[src/kmtv_pkg.sv]
// Package for the k-mer extension tally vote block.
// Holds the tally width, the item and result types, the action and extension codes
// and the configuration register map. It depends on nothing else.
package kmtv_pkg;

    localparam int TALLY_BITS = 16;
    localparam int NUM_BASES = 4;
    localparam int FIELD_BITS = 16;
    localparam int KEEP_BITS = 17;
    localparam int SUM_BITS = ((TALLY_BITS > FIELD_BITS) ? TALLY_BITS : FIELD_BITS) + 1;
    localparam int CMP_BITS = (TALLY_BITS > KEEP_BITS) ? TALLY_BITS : KEEP_BITS;
    localparam int PROD_BITS = KEEP_BITS + FIELD_BITS;

    localparam int S_TDATA_BITS = 88;
    localparam int M_TDATA_BITS = 72;
    localparam int ADDR_BITS = 3;
    localparam int PDATA_BITS = 32;

    typedef logic [TALLY_BITS-1:0] tally_t;
    typedef tally_t [NUM_BASES-1:0] tally_vec_t;
    typedef logic [SUM_BITS-1:0] sum_t;
    typedef logic [CMP_BITS-1:0] cmp_t;
    typedef logic [FIELD_BITS-1:0] field_t;
    typedef logic [KEEP_BITS-1:0] keep_t;

    localparam tally_t TALLY_MAX = '1;

    typedef enum logic [1:0] {
        ACT_LOAD     = 2'd0,
        ACT_ADD_ONE  = 2'd1,
        ACT_ADD_FOUR = 2'd2,
        ACT_DECIDE   = 2'd3
    } action_t;

    typedef enum logic [2:0] {
        EXT_A    = 3'd0,
        EXT_C    = 3'd1,
        EXT_G    = 3'd2,
        EXT_T    = 3'd3,
        EXT_NONE = 3'd4,
        EXT_FORK = 3'd5
    } ext_t;

    localparam logic REG_MIN_DEPTH_FLOOR = 1'b0;
    localparam logic REG_KEEP_FRACTION = 1'b1;
    localparam field_t MIN_DEPTH_FLOOR_RESET = 16'd2;
    localparam keep_t KEEP_FRACTION_RESET = 17'd6554;

    typedef struct packed {
        field_t min_depth_floor;
        keep_t  keep_fraction_q16;
    } cfg_t;

    typedef struct packed {
        action_t action;
        logic [2:0] base;
        field_t amount;
        field_t [NUM_BASES-1:0] values;
    } item_t;

    typedef struct packed {
        ext_t extension;
        logic all_zero;
        field_t [NUM_BASES-1:0] tallies;
    } result_t;

endpackage

[src/kmtv_cfg_regs.sv]
// Configuration registers of the k-mer extension tally vote block, behind an APB port.
// Depends on kmtv_pkg for the register map and reset values.
module kmtv_cfg_regs (
    input  logic                               aclk,
    input  logic                               aresetn,
    input  logic                               psel,
    input  logic                               penable,
    input  logic                               pwrite,
    input  logic [kmtv_pkg::ADDR_BITS-1:0]     paddr,
    input  logic [kmtv_pkg::PDATA_BITS-1:0]    pwdata,
    output logic [kmtv_pkg::PDATA_BITS-1:0]    prdata,
    output logic                               pready,
    output kmtv_pkg::cfg_t                     cfg
);

    kmtv_pkg::cfg_t cfg_reg;
    logic wr_en;
    logic reg_idx;

    assign pready = 1'b1;
    assign wr_en = psel & penable & pwrite & pready;
    assign reg_idx = paddr[2];
    assign cfg = cfg_reg;

    always_ff @(posedge aclk) begin
        if (!aresetn) begin
            cfg_reg.min_depth_floor <= kmtv_pkg::MIN_DEPTH_FLOOR_RESET;
            cfg_reg.keep_fraction_q16 <= kmtv_pkg::KEEP_FRACTION_RESET;
        end else if (wr_en) begin
            case (reg_idx)
                kmtv_pkg::REG_MIN_DEPTH_FLOOR: begin
                    cfg_reg.min_depth_floor <= pwdata[kmtv_pkg::FIELD_BITS-1:0];
                end
                kmtv_pkg::REG_KEEP_FRACTION: begin
                    cfg_reg.keep_fraction_q16 <= pwdata[kmtv_pkg::KEEP_BITS-1:0];
                end
                default: begin
                end
            endcase
        end
    end

    always_comb begin
        case (reg_idx)
            kmtv_pkg::REG_MIN_DEPTH_FLOOR: prdata = kmtv_pkg::PDATA_BITS'(cfg_reg.min_depth_floor);
            kmtv_pkg::REG_KEEP_FRACTION: prdata = kmtv_pkg::PDATA_BITS'(cfg_reg.keep_fraction_q16);
            default: prdata = '0;
        endcase
    end

endmodule

[src/kmtv_tally_update.sv]
// Next-state logic for the four base tallies: load, saturating add to one base,
// or saturating add to all four; a decide leaves them as they are. Depends on kmtv_pkg.
module kmtv_tally_update (
    input  kmtv_pkg::item_t      item,
    input  kmtv_pkg::tally_vec_t tallies,
    output kmtv_pkg::tally_vec_t tallies_next
);

    function automatic kmtv_pkg::tally_t sat_add(kmtv_pkg::tally_t a, kmtv_pkg::field_t b);
        kmtv_pkg::sum_t s;
        s = kmtv_pkg::sum_t'(a) + kmtv_pkg::sum_t'(b);
        if (s > kmtv_pkg::sum_t'(kmtv_pkg::TALLY_MAX)) begin
            return kmtv_pkg::TALLY_MAX;
        end
        return kmtv_pkg::tally_t'(s);
    endfunction

    always_comb begin
        tallies_next = tallies;
        case (item.action)
            kmtv_pkg::ACT_LOAD: begin
                for (int i = 0; i < kmtv_pkg::NUM_BASES; i++) begin
                    tallies_next[i] = kmtv_pkg::tally_t'(item.values[i]);
                end
            end
            kmtv_pkg::ACT_ADD_ONE: begin
                if (!item.base[2]) begin
                    tallies_next[item.base[1:0]] =
                        sat_add(tallies[item.base[1:0]], item.amount);
                end
            end
            kmtv_pkg::ACT_ADD_FOUR: begin
                for (int i = 0; i < kmtv_pkg::NUM_BASES; i++) begin
                    tallies_next[i] = sat_add(tallies[i], item.values[i]);
                end
            end
            kmtv_pkg::ACT_DECIDE: begin
                tallies_next = tallies;
            end
            default: begin
                tallies_next = tallies;
            end
        endcase
    end

endmodule

[src/kmtv_decide.sv]
// Extension decision: ranks the four tallies, forms the dynamic minimum depth
// and answers a base, none or fork. Depends on kmtv_pkg.
module kmtv_decide (
    input  kmtv_pkg::tally_vec_t tallies,
    input  kmtv_pkg::field_t     kmer_count,
    input  kmtv_pkg::cfg_t       cfg,
    output kmtv_pkg::ext_t       extension
);

    logic [1:0] top_idx;
    kmtv_pkg::tally_t top_val;
    kmtv_pkg::tally_t second_val;
    logic have_second;
    logic [kmtv_pkg::PROD_BITS-1:0] product;
    kmtv_pkg::keep_t scaled;
    kmtv_pkg::keep_t dmin;

    always_comb begin
        top_idx = 2'd0;
        top_val = tallies[0];
        for (int i = 1; i < kmtv_pkg::NUM_BASES; i++) begin
            if (tallies[i] >= top_val) begin
                top_val = tallies[i];
                top_idx = 2'(i);
            end
        end
        second_val = '0;
        have_second = 1'b0;
        for (int i = 0; i < kmtv_pkg::NUM_BASES; i++) begin
            if (2'(i) != top_idx && (!have_second || tallies[i] > second_val)) begin
                second_val = tallies[i];
                have_second = 1'b1;
            end
        end
    end

    assign product = kmtv_pkg::PROD_BITS'(cfg.keep_fraction_q16)
                   * kmtv_pkg::PROD_BITS'(kmer_count);
    assign scaled = product[kmtv_pkg::PROD_BITS-1:kmtv_pkg::FIELD_BITS];
    assign dmin = (scaled < kmtv_pkg::keep_t'(cfg.min_depth_floor))
                ? kmtv_pkg::keep_t'(cfg.min_depth_floor) : scaled;

    always_comb begin
        if (kmtv_pkg::cmp_t'(top_val) < kmtv_pkg::cmp_t'(dmin)) begin
            extension = kmtv_pkg::EXT_NONE;
        end else if (kmtv_pkg::cmp_t'(second_val) >= kmtv_pkg::cmp_t'(dmin)) begin
            extension = kmtv_pkg::EXT_FORK;
        end else begin
            extension = kmtv_pkg::ext_t'({1'b0, top_idx});
        end
    end

endmodule

[src/kmer_extension_tally_vote_top.sv]
// Top level of the k-mer extension tally vote block: input register, tally state,
// result register and configuration port. Depends on kmtv_pkg, kmtv_cfg_regs,
// kmtv_tally_update and kmtv_decide.
//
// Items arrive on the s_ stream: tuser carries the action, tdata the base, the
// amount and four values. Every item yields exactly one result item on the m_
// stream, showing the decided extension (none for anything but a decide), an
// all-zero flag and the four tallies after the item.
// An accepted item waits in the input register; when it advances, it updates the
// tallies and loads the result register, so a result passes through the input
// register and the result register. The tally update, the ranking and the single
// 17 by 16 multiplier of the dynamic minimum all lie combinationally between those
// two registers, so one item is taken in every cycle while the result side keeps up.
// When the receiver stalls, the result register holds its item and the input
// register can still take one more item; after that s_tready falls until the
// result is taken. Reset clears both valid flags, zeroes the tallies and loads
// the configuration registers with their reset values. The user must write
// configuration registers over APB only while no item is in flight; the block does not enforce it.
module kmer_extension_tally_vote_top (
    input  logic                                 aclk,
    input  logic                                 aresetn,
    input  logic                                 s_tvalid,
    output logic                                 s_tready,
    // [2:0] base, [18:3] amount, [34:19] value_a, [50:35] value_c,
    // [66:51] value_g, [82:67] value_t, [87:83] zero
    input  logic [kmtv_pkg::S_TDATA_BITS-1:0]    s_tdata,
    // [1:0] action
    input  logic [1:0]                           s_tuser,
    output logic                                 m_tvalid,
    input  logic                                 m_tready,
    // [2:0] extension, [3] all_zero, [19:4] tally_a, [35:20] tally_c,
    // [51:36] tally_g, [67:52] tally_t, [71:68] zero
    output logic [kmtv_pkg::M_TDATA_BITS-1:0]    m_tdata,
    input  logic                                 psel,
    input  logic                                 penable,
    input  logic                                 pwrite,
    input  logic [kmtv_pkg::ADDR_BITS-1:0]       paddr,
    input  logic [kmtv_pkg::PDATA_BITS-1:0]      pwdata,
    output logic [kmtv_pkg::PDATA_BITS-1:0]      prdata,
    output logic                                 pready
);

    kmtv_pkg::cfg_t cfg;
    kmtv_pkg::item_t s_item;
    kmtv_pkg::item_t in_item_reg;
    logic in_valid_reg;
    logic out_valid_reg;
    kmtv_pkg::result_t res_reg;
    kmtv_pkg::result_t res_next;
    kmtv_pkg::tally_vec_t tally_reg;
    kmtv_pkg::tally_vec_t tally_next;
    kmtv_pkg::ext_t decided;
    logic advance;

    kmtv_cfg_regs u_cfg (
        .aclk    (aclk),
        .aresetn (aresetn),
        .psel    (psel),
        .penable (penable),
        .pwrite  (pwrite),
        .paddr   (paddr),
        .pwdata  (pwdata),
        .prdata  (prdata),
        .pready  (pready),
        .cfg     (cfg)
    );

    always_comb begin
        s_item.action = kmtv_pkg::action_t'(s_tuser[1:0]);
        s_item.base = s_tdata[2:0];
        s_item.amount = s_tdata[18:3];
        s_item.values[0] = s_tdata[34:19];
        s_item.values[1] = s_tdata[50:35];
        s_item.values[2] = s_tdata[66:51];
        s_item.values[3] = s_tdata[82:67];
    end

    assign advance = in_valid_reg && (!out_valid_reg || m_tready);
    assign s_tready = !in_valid_reg || advance;

    kmtv_tally_update u_update (
        .item         (in_item_reg),
        .tallies      (tally_reg),
        .tallies_next (tally_next)
    );

    kmtv_decide u_decide (
        .tallies    (tally_reg),
        .kmer_count (in_item_reg.amount),
        .cfg        (cfg),
        .extension  (decided)
    );

    always_comb begin
        res_next.extension = (in_item_reg.action == kmtv_pkg::ACT_DECIDE)
                           ? decided : kmtv_pkg::EXT_NONE;
        res_next.all_zero = (tally_next == '0);
        for (int i = 0; i < kmtv_pkg::NUM_BASES; i++) begin
            res_next.tallies[i] = kmtv_pkg::field_t'(tally_next[i]);
        end
    end

    always_ff @(posedge aclk) begin
        if (!aresetn) begin
            in_valid_reg <= 1'b0;
            out_valid_reg <= 1'b0;
            tally_reg <= '0;
        end else begin
            if (s_tvalid && s_tready) begin
                in_valid_reg <= 1'b1;
            end else if (advance) begin
                in_valid_reg <= 1'b0;
            end
            if (advance) begin
                out_valid_reg <= 1'b1;
                tally_reg <= tally_next;
            end else if (m_tready) begin
                out_valid_reg <= 1'b0;
            end
        end
    end

    always_ff @(posedge aclk) begin
        if (s_tvalid && s_tready) begin
            in_item_reg <= s_item;
        end
        if (advance) begin
            res_reg <= res_next;
        end
    end

    assign m_tvalid = out_valid_reg;
    assign m_tdata = {4'b0000,
                      res_reg.tallies[3], res_reg.tallies[2],
                      res_reg.tallies[1], res_reg.tallies[0],
                      res_reg.all_zero, res_reg.extension};

    a_reset_clears_output: assert property (@(posedge aclk)
        !aresetn |=> !m_tvalid)
        else $error("result valid after reset");

    a_full_stall_blocks_input: assert property (@(posedge aclk) disable iff (!aresetn)
        in_valid_reg && out_valid_reg && !m_tready |-> !s_tready)
        else $error("input taken while both stages are full");

    a_advance_gives_result: assert property (@(posedge aclk) disable iff (!aresetn)
        advance |=> m_tvalid)
        else $error("processed item produced no result");

    a_all_zero_matches_state: assert property (@(posedge aclk) disable iff (!aresetn)
        m_tvalid |-> (res_reg.all_zero == (tally_reg == '0)))
        else $error("all_zero flag disagrees with tally state");

endmodule

[config.mk]
export PLATFORM = sky130hd
export DESIGN_NAME = kmer_extension_tally_vote_top
export DESIGN_NICKNAME = d
export VERILOG_FILES = /design/src/kmtv_pkg.sv /design/src/kmtv_cfg_regs.sv /design/src/kmtv_tally_update.sv /design/src/kmtv_decide.sv /design/src/kmer_extension_tally_vote_top.sv
export SDC_FILE = /design/constraint.sdc
export NUM_CORES = 2
export LEC_CHECK = 0
export ABC_AREA = 1
export BUFFER_PORTS_ARGS = -buffer_cell sky130_fd_sc_hd__buf_4
export CAP_MARGIN = 5
export CELL_PAD_IN_SITES_DETAIL_PLACEMENT = 1
export CELL_PAD_IN_SITES_GLOBAL_PLACEMENT = 1
export CORE_UTILIZATION = 35
export DETAILED_ROUTE_END_ITERATION = 10
export MAX_ROUTING_LAYER = met4
export PLACE_DENSITY = 0.68
export SETUP_SLACK_MARGIN = 0.15
export SLEW_MARGIN = 20
export SYNTH_ARGS = -nofsm -noshare
export SYNTH_HDL_FRONTEND = slang
export SYNTH_SLANG_ARGS = --single-unit
[constraint.sdc]
create_clock -name aclk -period 32.5 [get_ports aclk]
set_input_delay 0 -clock aclk [delete_from_list [all_inputs] [get_ports aclk]]
set_output_delay 0 -clock aclk [all_outputs]
set_load 0.01 [all_outputs]
==> impl_metrics.tcl <==
set metrics [dict create \
    fin_crit_ps 14500 \
    tightest_slew_ps 1010 \
    cts_tree "done" \
    cts_hold_buf 120 \
    cts_resized 0 \
    clk_path_buf_depth 3 \
    cp_common_cell "nand2_1" \
    portBuffers 196 \
    rr_startpoint "tally_reg[1]" \
    synth_ff_type "edfxtp_1" \
    first_iter_violations 1615 \
    clock_latency_ps 570 \
    synth_fa_ha_area_frac 0.282 \
    synth_compound_area_frac 0.154 \
    whs_path_depth 3 \
    fin_nets 4912 \
    status "complete, no violations" \
    grt_start_max_net_pins 86 \
    ant_nets 0 \
    ir_drop_mv 0.120 \
    yosysTopAreaCellShare 0.156 \
    period_share 0.446 \
    critPathKind "register to register" \
    dr_wl_met3_um 4960 \
    ys_warn_count 0 \
    synth_top_family_by_area "adder cells" \
    firstDrtPassIters 5 \
    wl_per_cell_um 21.0 \
    synth_edf_count 153 \
    cts-root-buf "clkbuf_16" \
    crit_fanout 34 \
    dieArea_sq_um 85300 \
    ys_types 60 \
    dp.cells 5157 \
    synth-xor-area-share 0.0164 \
    start_util 0.356 \
    netlist_area_sq_um 29400 \
    fin_skew_ps 35.8 \
    leakage_nw 17.4 \
    synthMuxAreaShare 0 \
    diodes 0 \
    num_rows 105 \
    fin_cells 5339 \
    synth-seq-cells 252 \
    numCtsBuffers 35 \
    die_x_um 292 \
    required_ps 32810 \
    cts-htree-levels 2 \
    coreArea_sq_um 82600 \
    rsz0062_at_grt "no" \
    synth_area_leaders "edfxtp_1, fa_1, ha_1, nand2_1, inv_1" \
    via_count 27900 \
    hold_start "paddr[2]" \
    worst-r2r-cell-count 71 \
    maxCapViolations 0 \
    ioPinCount 239 \
    syn_inst 4018 \
    ys_seq_area_frac 0.223 \
    synthArstFlopShare 0 \
    hpwl_um 87800 \
    drive_gt1_frac 0.0974 \
    drv_slew 0 \
    drt_drc_violations_left 0 \
    cts_sinks 252 \
    min_path_type "input port to register" \
    slowest_delay_ps 700 \
    max_freq_mhz 69.0 \
    grt_pass1_wl_um 171000 \
    highest-signal-layer "met4" \
    cellPowerDensity_nw_per_um2 84.8 \
    hold_viol 0 \
    area_growth_pct 15.9 \
    grt.overflow.total 0 \
    grt_pass1_vias 28600 \
    r2r-end "m_tdata[0]" \
    final_cell_mix "nand2_1, inv_1, a21oi_1" \
    clkTransAtPathRegs_ps 60 \
    cts_setup_buffers 0 \
    die_y_um 292 \
    r2r_slack_ps 18000 \
    start_kind "register" \
    grtUsageTotal 0.269 \
    wl_met2_um 53800 \
    antenna_found_initial 2 \
    finalPower_w 0.00289 \
    fin_tns_setup_ps 0 \
    gp_congestion 0.959 \
    worstHoldEndpoint "u_cfg.cfg[18]" \
    setup_viol 0 \
    wl_met1_um 51200 \
    yosys.area.top_type "edfxtp_1" \
    slowest_stage "a31oi_4" \
    largest_register_ff_count 85 \
    max-slew-margin-rel 0.323 \
    routed_wl_um 112000 \
    final_common_cell "nand2_1" \
    yosys.area_share.simple 0.206 \
    cp.arrival_ps 14810 \
    syn_avg_cell_area_sq_um 7.33 \
    endpoint_kind "register" \
    viasPerCell 5.23 \
]
[cell usage after synthesis, drive strengths merged, types with 7 or more instances]
library cell	count
nor3	36
nand4	22
a21oi	361
o211ai	30
nor4	7
o21bai	9
nand2	1001
buf	46
fa	212
dfxtp	99
o21ai	327
clkbuf	141
a31oi	8
xor2	37
a21o	11
edfxtp	153
inv	703
o221ai	17
a22oi	28
xnor2	18
ha	324
or2	28
nand3	165
nor2	194
[power breakdown]
part           internal, W  switching (W)  total [W]  leakage [nW]
Sequential        0.000365      0.0000336   0.000399          2.29
Clock             0.000214       0.000163   0.000376         0.542
Combinational     0.000744        0.00137    0.00212          14.6
Total              0.00132        0.00157    0.00289          17.4
[metrics by stage]
stage | setup WS, ps | utilization | instance area [sq um] | hold slack [ps]
finish | 18000 | 0.413 | 34100 | 47.3
global placement | 18550 | 0.385 | 31800 | 179
floorplan | 21720 | - | 29500 | 98.9
detailed placement | 18460 | 0.385 | 31800 | 179
global route | 16860 | 0.413 | 34100 | 107
CTS | 18420 | 0.413 | 34100 | 20.1
[cells by family (layout without fill, tap and decap cells)]
group | count (synthesis) | after routing
other | 2 | 20
flip-flops | 252 | 252
AND/OR/NAND/NOR | 1461 | 1461
buffers and inverters | 894 | 1127
XOR/XNOR | 55 | 55
adder cells (fa/ha/maj) | 536 | 536
AO/OA/AOI/OAI | 818 | 818
[routing by layer]
layer,GRT usage,vias up
met1,0.350,13800
met2,0.451,606
met5,-,-
met4,0.0561,0
li1,-,13400
met3,0.0301,114
[worst max-delay path: cells and delay by family (launching register included)]
kind,cells,cell delay [ps]
simple gates,33,4210
buf+inv,9,1410
compound gates,22,5520
fa+ha+maj,7,2370
flops,1,680
[worst max-delay path by stage]
stage | startpoint | to | slack [ps] | cells past startpoint
after floorplan | tally_reg[7] | m_tdata[0] | 21720 | 81
after global placement | tally_reg[1] | m_tdata[0] | 18550 | 72
after detailed placement | tally_reg[1] | m_tdata[0] | 18460 | 72
after CTS | tally_reg[1] | m_tdata[0] | 18420 | 71
after global routing | tally_reg[1] | m_tdata[0] | 16860 | 72
final | tally_reg[1] | m_tdata[0] | 18000 | 71
[area by class of cell]
type                    count  area (sq um)
fillers                 10200         48500
multi-input cells        2890         19500
flip-flops and latches    252          6580
repair buffers            358          2990
inverters                 707          2660
well taps                1070          1340
clock buffers              43           926
clock inverters            19           163
(Power assumes the default switching activity.)
